[src/rtl/mobd_pkg.sv]
package mobd_pkg;

   // stream layout
   localparam logic [4:0] MARKER_BYTES = 5'd4;
   localparam logic [4:0] WORD_BYTES   = 5'd4;
   localparam logic [4:0] MAX_FIRST    = MARKER_BYTES + WORD_BYTES;
   localparam logic [4:0] COUNT_FIRST  = MAX_FIRST + WORD_BYTES;
   localparam logic [4:0] HEADER_BYTES = COUNT_FIRST + WORD_BYTES;
   localparam logic [4:0] HEADER_LAST  = HEADER_BYTES - 5'd1;
   localparam logic [3:0] BYTE_BITS    = 4'd8;

   // input word
   typedef struct packed {
      logic [7:0] stream_byte;
      logic       frame_start;
   } req_type;

   // result word
   typedef struct packed {
      logic signed [31:0] value;
      logic               last_value;
   } rsp_type;

   // one extraction step on the current byte
   typedef struct packed {
      logic        emit;
      logic [3:0]  take;
      logic [31:0] acc;
      logic [3:0]  avail;
      logic [7:0]  bits;
   } unpack_type;

   // field width: floor(log2(r)) + 1, and 1 for r of zero or one
   function automatic logic [5:0] field_width_of(input logic [31:0] rng);
      logic [31:0] r;
      logic [4:0]  lg;
      r  = rng;
      lg = '0;
      if (r[31:16] != '0) begin
         lg[4] = 1'b1;
         r     = r >> 16;
      end
      if (r[15:8] != '0) begin
         lg[3] = 1'b1;
         r     = r >> 8;
      end
      if (r[7:4] != '0) begin
         lg[2] = 1'b1;
         r     = r >> 4;
      end
      if (r[3:2] != '0) begin
         lg[1] = 1'b1;
         r     = r >> 2;
      end
      if (r[1]) begin
         lg[0] = 1'b1;
      end
      return {1'b0, lg} + 6'd1;
   endfunction

endpackage

[src/rtl/mobd_unpack.sv]
module mobd_unpack
   import mobd_pkg::*;
(
   input  logic [7:0]  bits,
   input  logic [3:0]  avail,
   input  logic [5:0]  width,
   input  logic [5:0]  got,
   input  logic [31:0] acc,
   output unpack_type  step
);

   logic [5:0]  need;
   logic [7:0]  chunk;

   // take the bits still missing from the field, or all bits left in the byte
   assign need = width - got;

   always_comb begin
      step.emit = (need <= {2'b00, avail});
      step.take = step.emit ? need[3:0] : avail;
      chunk     = bits >> (BYTE_BITS - step.take);
      step.acc  = (acc << step.take) | {24'h000000, chunk};
      step.avail = avail - step.take;
      step.bits = bits << step.take;
   end

endmodule

[src/rtl/min_offset_bitpacked_decoder_unit.sv]
// An accepted byte is held in the byte register; each result word it completes is then registered.
// A header byte is consumed whole; a payload byte gives up its bits value by value, each step
// completing a value or taking the bits left over for the next field, while the result register
// is free to take a value (a one-bit field width gives eight values from one byte).
// A single extraction step works on the byte register; the next byte is taken in the step that ends this one.
// Reset: synchronous, active high; frame state returns to that of a fresh frame.
module min_offset_bitpacked_decoder_unit
   import mobd_pkg::*;
(
   input  logic    clock,
   input  logic    reset,
   input  logic    req_valid,
   output logic    req_ready,
   input  req_type req_data,
   output logic    rsp_valid,
   input  logic    rsp_ready,
   output rsp_type rsp_data
);

   // byte register
   logic        busy_ff, busy_in;
   logic        start_ff, start_in;
   logic [7:0]  bits_ff, bits_in;
   logic [3:0]  avail_ff, avail_in;

   // frame state
   logic [4:0]  hdr_cnt_ff, hdr_cnt_in;
   logic [31:0] min_ff, min_in;
   logic [31:0] max_ff, max_in;
   logic [31:0] left_ff, left_in;
   logic [31:0] range_ff, range_in;
   logic [5:0]  width_ff, width_in;
   logic [31:0] acc_ff, acc_in;
   logic [5:0]  got_ff, got_in;

   // result register
   logic        rsp_valid_ff, rsp_valid_in;
   rsp_type     rsp_data_ff, rsp_data_in;

   unpack_type  ustep;
   logic        hdr_phase;
   logic        emit;
   logic        out_free;
   logic        step;
   logic        byte_done;
   logic        accept;
   logic [4:0]  pos;

   mobd_unpack u_unpack (
      .bits  (bits_ff),
      .avail (avail_ff),
      .width (width_ff),
      .got   (got_ff),
      .acc   (acc_ff),
      .step  (ustep)
   );

   // step control
   assign hdr_phase = start_ff || (hdr_cnt_ff < HEADER_BYTES);
   assign emit      = !hdr_phase && (left_ff != '0) && ustep.emit;
   assign out_free  = !rsp_valid_ff || rsp_ready;
   assign step      = busy_ff && (!emit || out_free);
   assign byte_done = hdr_phase || (left_ff == '0) || (emit && (left_ff == 32'd1))
                      || (ustep.avail == '0);
   assign req_ready = !busy_ff || (step && byte_done);
   assign accept    = req_valid && req_ready;

   // byte register next state
   always_comb begin
      busy_in  = busy_ff;
      start_in = start_ff;
      bits_in  = bits_ff;
      avail_in = avail_ff;
      if (accept) begin
         busy_in  = 1'b1;
         start_in = req_data.frame_start;
         bits_in  = req_data.stream_byte;
         avail_in = BYTE_BITS;
      end else if (step) begin
         busy_in  = !byte_done;
         start_in = 1'b0;
         bits_in  = ustep.bits;
         avail_in = ustep.avail;
      end
   end

   // frame state next state
   always_comb begin
      hdr_cnt_in = hdr_cnt_ff;
      min_in     = min_ff;
      max_in     = max_ff;
      left_in    = left_ff;
      range_in   = range_ff;
      width_in   = width_ff;
      acc_in     = acc_ff;
      got_in     = got_ff;
      pos        = start_ff ? '0 : hdr_cnt_ff;
      if (step) begin
         if (hdr_phase) begin
            if (start_ff) begin
               min_in   = '0;
               max_in   = '0;
               left_in  = '0;
               width_in = 6'd1;
               acc_in   = '0;
               got_in   = '0;
            end
            if (pos >= MARKER_BYTES && pos < MAX_FIRST) begin
               min_in = {min_in[23:0], bits_ff};
            end else if (pos >= MAX_FIRST && pos < COUNT_FIRST) begin
               max_in = {max_in[23:0], bits_ff};
            end else if (pos >= COUNT_FIRST) begin
               left_in = {left_in[23:0], bits_ff};
            end
            // minimum and maximum are complete once the count starts
            if (pos == COUNT_FIRST) begin
               range_in = max_ff - min_ff + 32'd1;
            end
            if (pos == HEADER_LAST) begin
               width_in = field_width_of(range_ff);
               acc_in   = '0;
               got_in   = '0;
            end
            hdr_cnt_in = pos + 5'd1;
         end else if (left_ff != '0) begin
            if (ustep.emit) begin
               left_in = left_ff - 32'd1;
               acc_in  = '0;
               got_in  = '0;
            end else begin
               acc_in = ustep.acc;
               got_in = got_ff + {2'b00, ustep.take};
            end
         end
      end
   end

   // result register next state
   always_comb begin
      rsp_valid_in = rsp_valid_ff;
      rsp_data_in  = rsp_data_ff;
      if (step && emit) begin
         rsp_valid_in           = 1'b1;
         rsp_data_in.value      = ustep.acc + min_ff;
         rsp_data_in.last_value = (left_ff == 32'd1);
      end else if (rsp_ready) begin
         rsp_valid_in = 1'b0;
      end
   end

   // control and frame registers
   always_ff @(posedge clock) begin
      if (reset) begin
         busy_ff      <= 1'b0;
         rsp_valid_ff <= 1'b0;
         hdr_cnt_ff   <= '0;
         min_ff       <= '0;
         max_ff       <= '0;
         left_ff      <= '0;
         range_ff     <= '0;
         width_ff     <= 6'd1;
         acc_ff       <= '0;
         got_ff       <= '0;
      end else begin
         busy_ff      <= busy_in;
         rsp_valid_ff <= rsp_valid_in;
         hdr_cnt_ff   <= hdr_cnt_in;
         min_ff       <= min_in;
         max_ff       <= max_in;
         left_ff      <= left_in;
         range_ff     <= range_in;
         width_ff     <= width_in;
         acc_ff       <= acc_in;
         got_ff       <= got_in;
      end
   end

   // payload registers
   always_ff @(posedge clock) begin
      start_ff    <= start_in;
      bits_ff     <= bits_in;
      avail_ff    <= avail_in;
      rsp_data_ff <= rsp_data_in;
   end

   assign rsp_valid = rsp_valid_ff;
   assign rsp_data  = rsp_data_ff;

endmodule

[config.mk]
export PLATFORM = sky130hd
export DESIGN_NAME = min_offset_bitpacked_decoder_unit
export DESIGN_NICKNAME = d
export VERILOG_FILES = /design/src/rtl/mobd_pkg.sv /design/src/rtl/mobd_unpack.sv /design/src/rtl/min_offset_bitpacked_decoder_unit.sv
export SDC_FILE = /design/constraint.sdc
export NUM_CORES = 1
export LEC_CHECK = 0
export ABC_AREA = 0
export BUFFER_PORTS_ARGS = -buffer_cell sky130_fd_sc_hd__buf_2
export CAP_MARGIN = 0
export CORE_MARGIN = 2
export CORE_UTILIZATION = 50
export CTS_CLUSTER_SIZE = 30
export DETAILED_ROUTE_END_ITERATION = 8
export PLACE_DENSITY = 0.66
export SLEW_MARGIN = 40
export SYNTH_ARGS = -nofsm -noshare
export SYNTH_HDL_FRONTEND = slang
export SYNTH_SLANG_ARGS = --single-unit
[constraint.sdc]
create_clock -name clock -period 17.7 [get_ports clock]
set_input_delay 1.77 -clock clock [delete_from_list [all_inputs] [get_ports clock]]
set_output_delay 1.77 -clock clock [all_outputs]
set_load 0.02 [all_outputs]
# [After elaboration in Yosys (flattened, before gate mapping)]
# Index checks and enable logic that the tools add are counted.
[op_classes] addsub=10 mul=0 div=0 magnitude_cmp=7 eq_ne=4 shift=3 n_mux=70 bitwise_logic=1 reduce_logical=40
[op_table] operator="$mux 32" count=17
[op_table] operator="$mux 16" count=4
[op_table] operator="$mux 8" count=6
[op_table] operator="$mux 6" count=7
[op_table] operator="$add 32x1->32 const B" count=1
[op_table] operator="$add 32x32->32" count=1
[op_table] operator="$eq 32x1->1 const B" count=1
[op_table] operator="$logic_not 32->1" count=1
[op_table] operator="$or 32x8->32" count=1
[op_table] operator="$reduce_bool 32->1" count=1
[op_table] operator="$shl 32x4->32" count=1
[op_table] operator="$sub 32x1->32 const B" count=1
[op_table] operator="$sub 32x32->32" count=1
[op_table] operator="$mux 1" count=26
[op_table] operator="$mux 4" count=5
[op_table] operator="$reduce_bool 16->1" count=1
[op_table] operator="$reduce_and 3->1" count=5
[op_table] operator="$reduce_bool 2->1" count=7
[op_table] operator="$eq 5x4->1 const B" count=2
[op_table] operator="$ge 5x4->1 const B" count=2
[op_table] operator="$lt 5x4->1 const B" count=2
[op_table] operator="$logic_and 1x1->1" count=9
[op_table] operator="$mux 2" count=4
[op_table] operator="$reduce_bool 8->1" count=1
[op_table] operator="other kinds (18)" count=28
[totals] reg_bits=225 latch_bits=0 ram_bits=0 rom_bits=0 in_bits=13 output_inout_bits=35 wordCells=151 n_memories=0

# [Depth between registers and ports, before layout]
[logic_depth] depth_word=30 mapped_depth=31 depth_no_buf=29

# [Modules after synthesis]
# A second synthesis with hierarchy kept.
[hier_totals] cells_unflattened=1964 area_unflattened_um2=16188.0
[modules_own_cells] mod="min_offset_bitpacked_decoder_unit" n_inst=1 cells_each=1547 area_each_um2=13201.4 seq_area_each_um2=4904.7
[modules_own_cells] mod="mobd_unpack" n_inst=1 cells_each=417 area_each_um2=2986.6 seq_area_each_um2=0.0

# [Worst setup path after synthesis]
# OpenSTA, ideal clock, no wires.
[synth_path] path_kind="register -> register" startpoint="register got_ff[0]" endpoint="register rsp_data_ff, in the netlist rsp_data[31] (data pin)" setup_time_ps=282 t_arrival_ps=5934 required_time_ps=17418 path_slack_ps=11483 stages_incl_launch_ff=30 n_path_buf=2 period_less_slack_ps=6217 path_cell_list="dfxtp_1 ha_1 inv_1 fa_1 xnor2_1 inv_1 ha_1 nand2_1 o21a_1 o211a_4 and3_1 nor2_1 buf_2 buf_2 nand2_1 o22a_1 o2bb2ai_1 ha_1 inv_1 fa_1 nor2b_1 o21ai_0 nand4bb_1 a21oi_1 o31ai_1 a21oi_1 a41oi_1 o31ai_1 or4b_1 o311ai_0"
[synth_between] elab_chain_cells=7 elab_cells_between_ends=8 classes_between="add/sub: 3; order compare: 1; shift: 2; mux: 1; bitwise: 1"
[synth_lines] element="start, declared" line="min_offset_bitpacked_decoder_unit.sv:34" rtl="logic [5:0] got_ff, got_in;"
[synth_lines] element="start signal, assigned" line="min_offset_bitpacked_decoder_unit.sv:174" rtl="got_ff <= got_in;"
[synth_lines] element="$sub 6x6->6 (*)" line="mobd_unpack.sv:16" rtl="assign need = width - got;"
[synth_lines] element="$le 6x4->1" line="mobd_unpack.sv:19" rtl="step.emit = (need <= {2'b00, avail});"
[synth_lines] element="$mux 4 (*)" line="mobd_unpack.sv:20" rtl="step.take = step.emit ? need[3:0] : avail;"
[synth_lines] element="$sub 4x4->4" line="mobd_unpack.sv:21" rtl="chunk = bits >> (BYTE_BITS - step.take);"
[synth_lines] element="$shr 8x4->8" line="mobd_unpack.sv:21"
[synth_lines] element="$or 32x8->32 (*)" line="mobd_unpack.sv:22" rtl="step.acc = (acc << step.take) | {24'h000000, chunk};"
[synth_lines] element="$add 32x32->32 (*)" line="min_offset_bitpacked_decoder_unit.sv:144" rtl="rsp_data_in.value = ustep.acc + min_ff;"
[synth_lines] element="end signal, assigned" line="min_offset_bitpacked_decoder_unit.sv:183" rtl="rsp_data_ff <= rsp_data_in;"
[synth_lines] element="end, declared" line="min_offset_bitpacked_decoder_unit.sv:38" rtl="rsp_type rsp_data_ff, rsp_data_in;"
# Every way passes the cells marked *; elsewhere a longest branch is shown, timed or not.
# A chain may end at the register's enable or synchronous reset.

# [Worst setup path after layout]
# Ends and elaborated chain as after synthesis.

==> flow_metrics.env <==
export IMPL_post_cts_buffers=0
export IMPL_synth_top_cell_area_share_pct=23.04
export IMPL_hold_class="flop to flop"
export IMPL_final_nets=2008
export IMPL_dp_hpwl_um=33900
export IMPL_ff2ff_setup_slack_ns=9.91
export IMPL_crit_start="got_ff[0]"
export IMPL_grt_first_pass_wirelength_um=75380
export IMPL_io_pins=48
export IMPL_hold_path_depth=2
export IMPL_fin_ws_ns=9.912
export IMPL_clock_sinks=224
export IMPL_worstSkewPairLatency_ns=0.55
export IMPL_reg2regPathDepth=25
export IMPL_cts_buffers=27
export IMPL_rr_startpoint="got_ff[0]"
export IMPL_drt_iter0_drc=1109
export IMPL_slew_headroom_pct=40.88
export IMPL_max_freq_mhz=128.4
export IMPL_root_buffer="clkbuf_16"
export IMPL_synth_top_cell_by_area="dfxtp_1"
export IMPL_ys_seq_area_share_pct=31.02
export IMPL_syn_to_final_growth_pct=8.246
export IMPL_rsz0062_at_grt="false"
export IMPL_hold_buffers=0
export IMPL_die_w_um=181.8
export IMPL_p_sw_share_pct=26.74
export IMPL_cp_common_cell="ha_1"
export IMPL_h_tree_depth=1
export IMPL_yosys_top_cells_area="dfxtp_1 (23%), ha_1 (8.8%), edfxtp_1 (8.0%), mux2i_1 (5.3%), a21oi_1 (5.2%)"
export IMPL_r2r_end="rsp_data[31]"
export IMPL_ctsResizeCount=0
export IMPL_async_flop_share_pct=0
export IMPL_yosys_warnings=0
export IMPL_drv_cap=0
export IMPL_pwr_share_seq_pct=46.2
export IMPL_comb_power_share_pct=10.2
export IMPL_die_y_um=181.8
export IMPL_critical_path_endpoint_type="flop"
export IMPL_required_ns=18.04
export IMPL_setup_viol=0
export IMPL_slew_violations=0
export IMPL_fin_setup_tns_ns=0
export IMPL_path_max_fanout=33
export IMPL_routabilityCongestion=0.9433
export IMPL_tightest_slew_ns=0.8835
export IMPL_status="finished clean"
export IMPL_peakVddDrop_mv=0.07039
export IMPL_crit_path_start_kind="flop"
export IMPL_hold_ws_ns=0.4562
export IMPL_avgSynthCellArea_sq_um=8.353
export IMPL_power_frac_clock_pct=43.6
export IMPL_wl_per_cell_um=20.43
export IMPL_seq_area_sq_mm=0.004905
export IMPL_rows=65
export IMPL_dieArea_sq_mm=0.03306
export IMPL_grt_overflow_total=0
export IMPL_power_switching_mw=0.3135
export IMPL_antenna_found_initial=0
export IMPL_critical_path_arrival_ns=8.13
export IMPL_synth_distinct_cells=93
export IMPL_skew_ns=0.02821
export IMPL_power_density_mw_per_mm2=68.49
export IMPL_syn_nets=2020
export IMPL_grt_usage_pct=28.11
export IMPL_synth_edf_count=42
export IMPL_clkTransAtPathRegs_ns=0.06
export IMPL_drc=0
export IMPL_nFillCells=2883
export IMPL_initial_core_util_pct=50.50
export IMPL_port_buffers=47
export IMPL_ys_seq_elements=224
export IMPL_crit_end="rsp_data[31]"
export IMPL_p_leak_nw=6.923
export IMPL_via_count=14440
export IMPL_grt_pass1_vias=13610
export IMPL_antenna_left=0
export IMPL_grt_start_max_net_pins=79
export IMPL_clock_path_buffers=3
export IMPL_via_per_inst=6.277
export IMPL_netlist_instances=1893
export IMPL_pre_cts_ws_ns=10.03
export IMPL_cts_tree="yes"
export IMPL_slowest_delay_ns=0.70
export IMPL_hold_viol=0
export IMPL_drive_gt1_share_pct=8.899
export IMPL_period_needed_ns=7.788
export IMPL_cellInternalPower_mw=0.8588
export IMPL_routed_wl_um=47000
export IMPL_core_area_sq_mm=0.03131
export IMPL_syn_area_sq_mm=0.01581
export IMPL_synth_ff_type="dfxtp_1"
export IMPL_multiInputGateArea_sq_mm=0.01020
export IMPL_drtPass1Iterations=5
export IMPL_crit_slowest_cell="inv_2"
export IMPL_critPathKind="flop to flop"
export IMPL_insertedDiodeCount=0
export IMPL_fin_crit_sh_pct=44.00
==> cell families (layout without fill, tap and decap cells) <==
family / after synthesis / after routing / synth area share (%)
compound gates: 606 / 606 / 25.58
xor+xnor: 64 / 64 / 3.814
mux: 107 / 107 / 7.747
fa+ha+maj: 116 / 116 / 9.298
simple gates: 583 / 583 / 17.60
flops: 224 / 224 / 31.02
buf+inv: 193 / 199 / 4.946
==> flip-flops by register name, indices dropped and copies added (netlist names) <==
| name | flops |
|---|---|
| rsp_data | 33 |
| acc_ff | 32 |
| left_ff | 32 |
| max_ff | 32 |
| min_ff | 32 |
| range_ff | 31 |
| bits_ff | 8 |
| got_ff | 6 |
| width_ff | 6 |
| hdr_cnt_ff | 5 |
| avail_ff | 4 |
| busy_ff | 1 |
| rsp_valid | 1 |
| start_ff | 1 |
==> cell type report <==
| class | count | area share, % |
|---|---|---|
| Multi-Input combinational cell | 1476 | 59.59 |
| Sequential cell | 224 | 28.66 |
| Clock buffer | 34 | 4.101 |
| Tap cell | 402 | 2.939 |
| Timing Repair Buffer | 68 | 2.376 |
| Inverter | 84 | 1.842 |
| Clock inverter | 13 | 0.4971 |
==> synth_stat cells (8+ instances only) <==
cell and n:
edfxtp_1 42, o21ai_0 92, nor3b_1 14, a2bb2oi_1 8, nor3_1 51, dfxtp_1 182
buf_2 18, a221o_1 8, mux2_2 13, o211ai_1 16, or3_1 14, o31ai_1 11
inv_1 80, and2_1 15, a31oi_1 14, a22o_1 9, nand2_1 142, a311oi_1 8
a21o_1 49, nand3b_1 9, and3_1 22, nand2b_1 14, mux4_2 11, nor4_1 14
a21oi_1 163, clkbuf_1 79, nor2_1 196, o21ai_1 11, xor2_1 18, o21a_1 11
nand3_1 33, nor2b_1 19, a211oi_1 40, xnor2_1 42, mux2i_1 83, ha_1 111
a22oi_1 89, o21bai_1 8, nand4_1 15
==> worst min path at each step <==
stage | startpoint | end
after floorplan | range_ff[16] | range_ff[16]
after global placement | range_ff[16] | range_ff[16]
after detailed placement | range_ff[16] | range_ff[16]
after CTS | range_ff[16] | range_ff[16]
after global routing | range_ff[18] | range_ff[18]
final | range_ff[16] | range_ff[16]
==> metal layers <==
metal | routed length [um] | up-vias | global-route usage [%]
met3 | 2766 | 108 | 3.590
li1 | - | 7018 | -
met5 | 0 | - | 0
met4 | 2144 | 0 | 12.33
met2 | 20510 | 507 | 43.52
met1 | 21580 | 6811 | 39.32
==> per-stage QoR <==
stage	power [mW]	utilization, %	std cells	area [sq um]
2_1_floorplan	0.6352	-	1893	15810
3_3_place_gp	0.6684	52.02	2253	16290
3_5_place_dp	0.6696	52.08	2254	16310
4_1_cts	1.181	54.60	2301	17100
5_1_grt	1.214	54.66	2301	17120
6_report	1.172	54.66	2301	17120
==> critical path, delay by kind of cell, from the launching register on <==
| family | cells | cell delay [ns] |
|---|---|---|
| AO/OA/AOI/OAI | 11 | 3.14 |
| XOR/XNOR | 1 | 0.50 |
| adder cells (fa/ha/maj) | 4 | 1.25 |
| buffers and inverters | 3 | 0.97 |
| flip-flops | 1 | 0.36 |
| AND/OR/NAND/NOR | 6 | 1.31 |
==> power by group through the flow <==
stage / Sequential (mW) / Clock [mW] / Combinational, mW
detailed placement: 0.552 / 0 / 0.118
floorplan: 0.542 / 0 / 0.0933
CTS: 0.541 / 0.521 / 0.118
global route: 0.542 / 0.541 / 0.131
finish: 0.541 / 0.511 / 0.120
global placement: 0.552 / 0 / 0.117
==> cells in the final DEF, fill, tap and decap left out, types with 14 or more instances in the layout <==
cell type / instances
xnor2_1: 42
o21ai_0: 90
nand2_1: 142
o211ai_1: 16
buf_4: 20
a211oi_1: 39
and2_1: 15
a31oi_1: 14
ha_1: 111
clkbuf_16: 27
nand4_1: 15
nor2b_1: 16
edfxtp_1: 42
nor3_1: 51
nand3_1: 33
inv_1: 80
a21o_1: 49
mux2i_1: 83
a22oi_1: 89
and3_1: 22
or3_1: 14
buf_2: 46
xor2_1: 18
nor2_1: 194
dfxtp_1: 182
nand2b_1: 14
a21oi_1: 163
No activity file was read; power rests on OpenSTA's default activity.
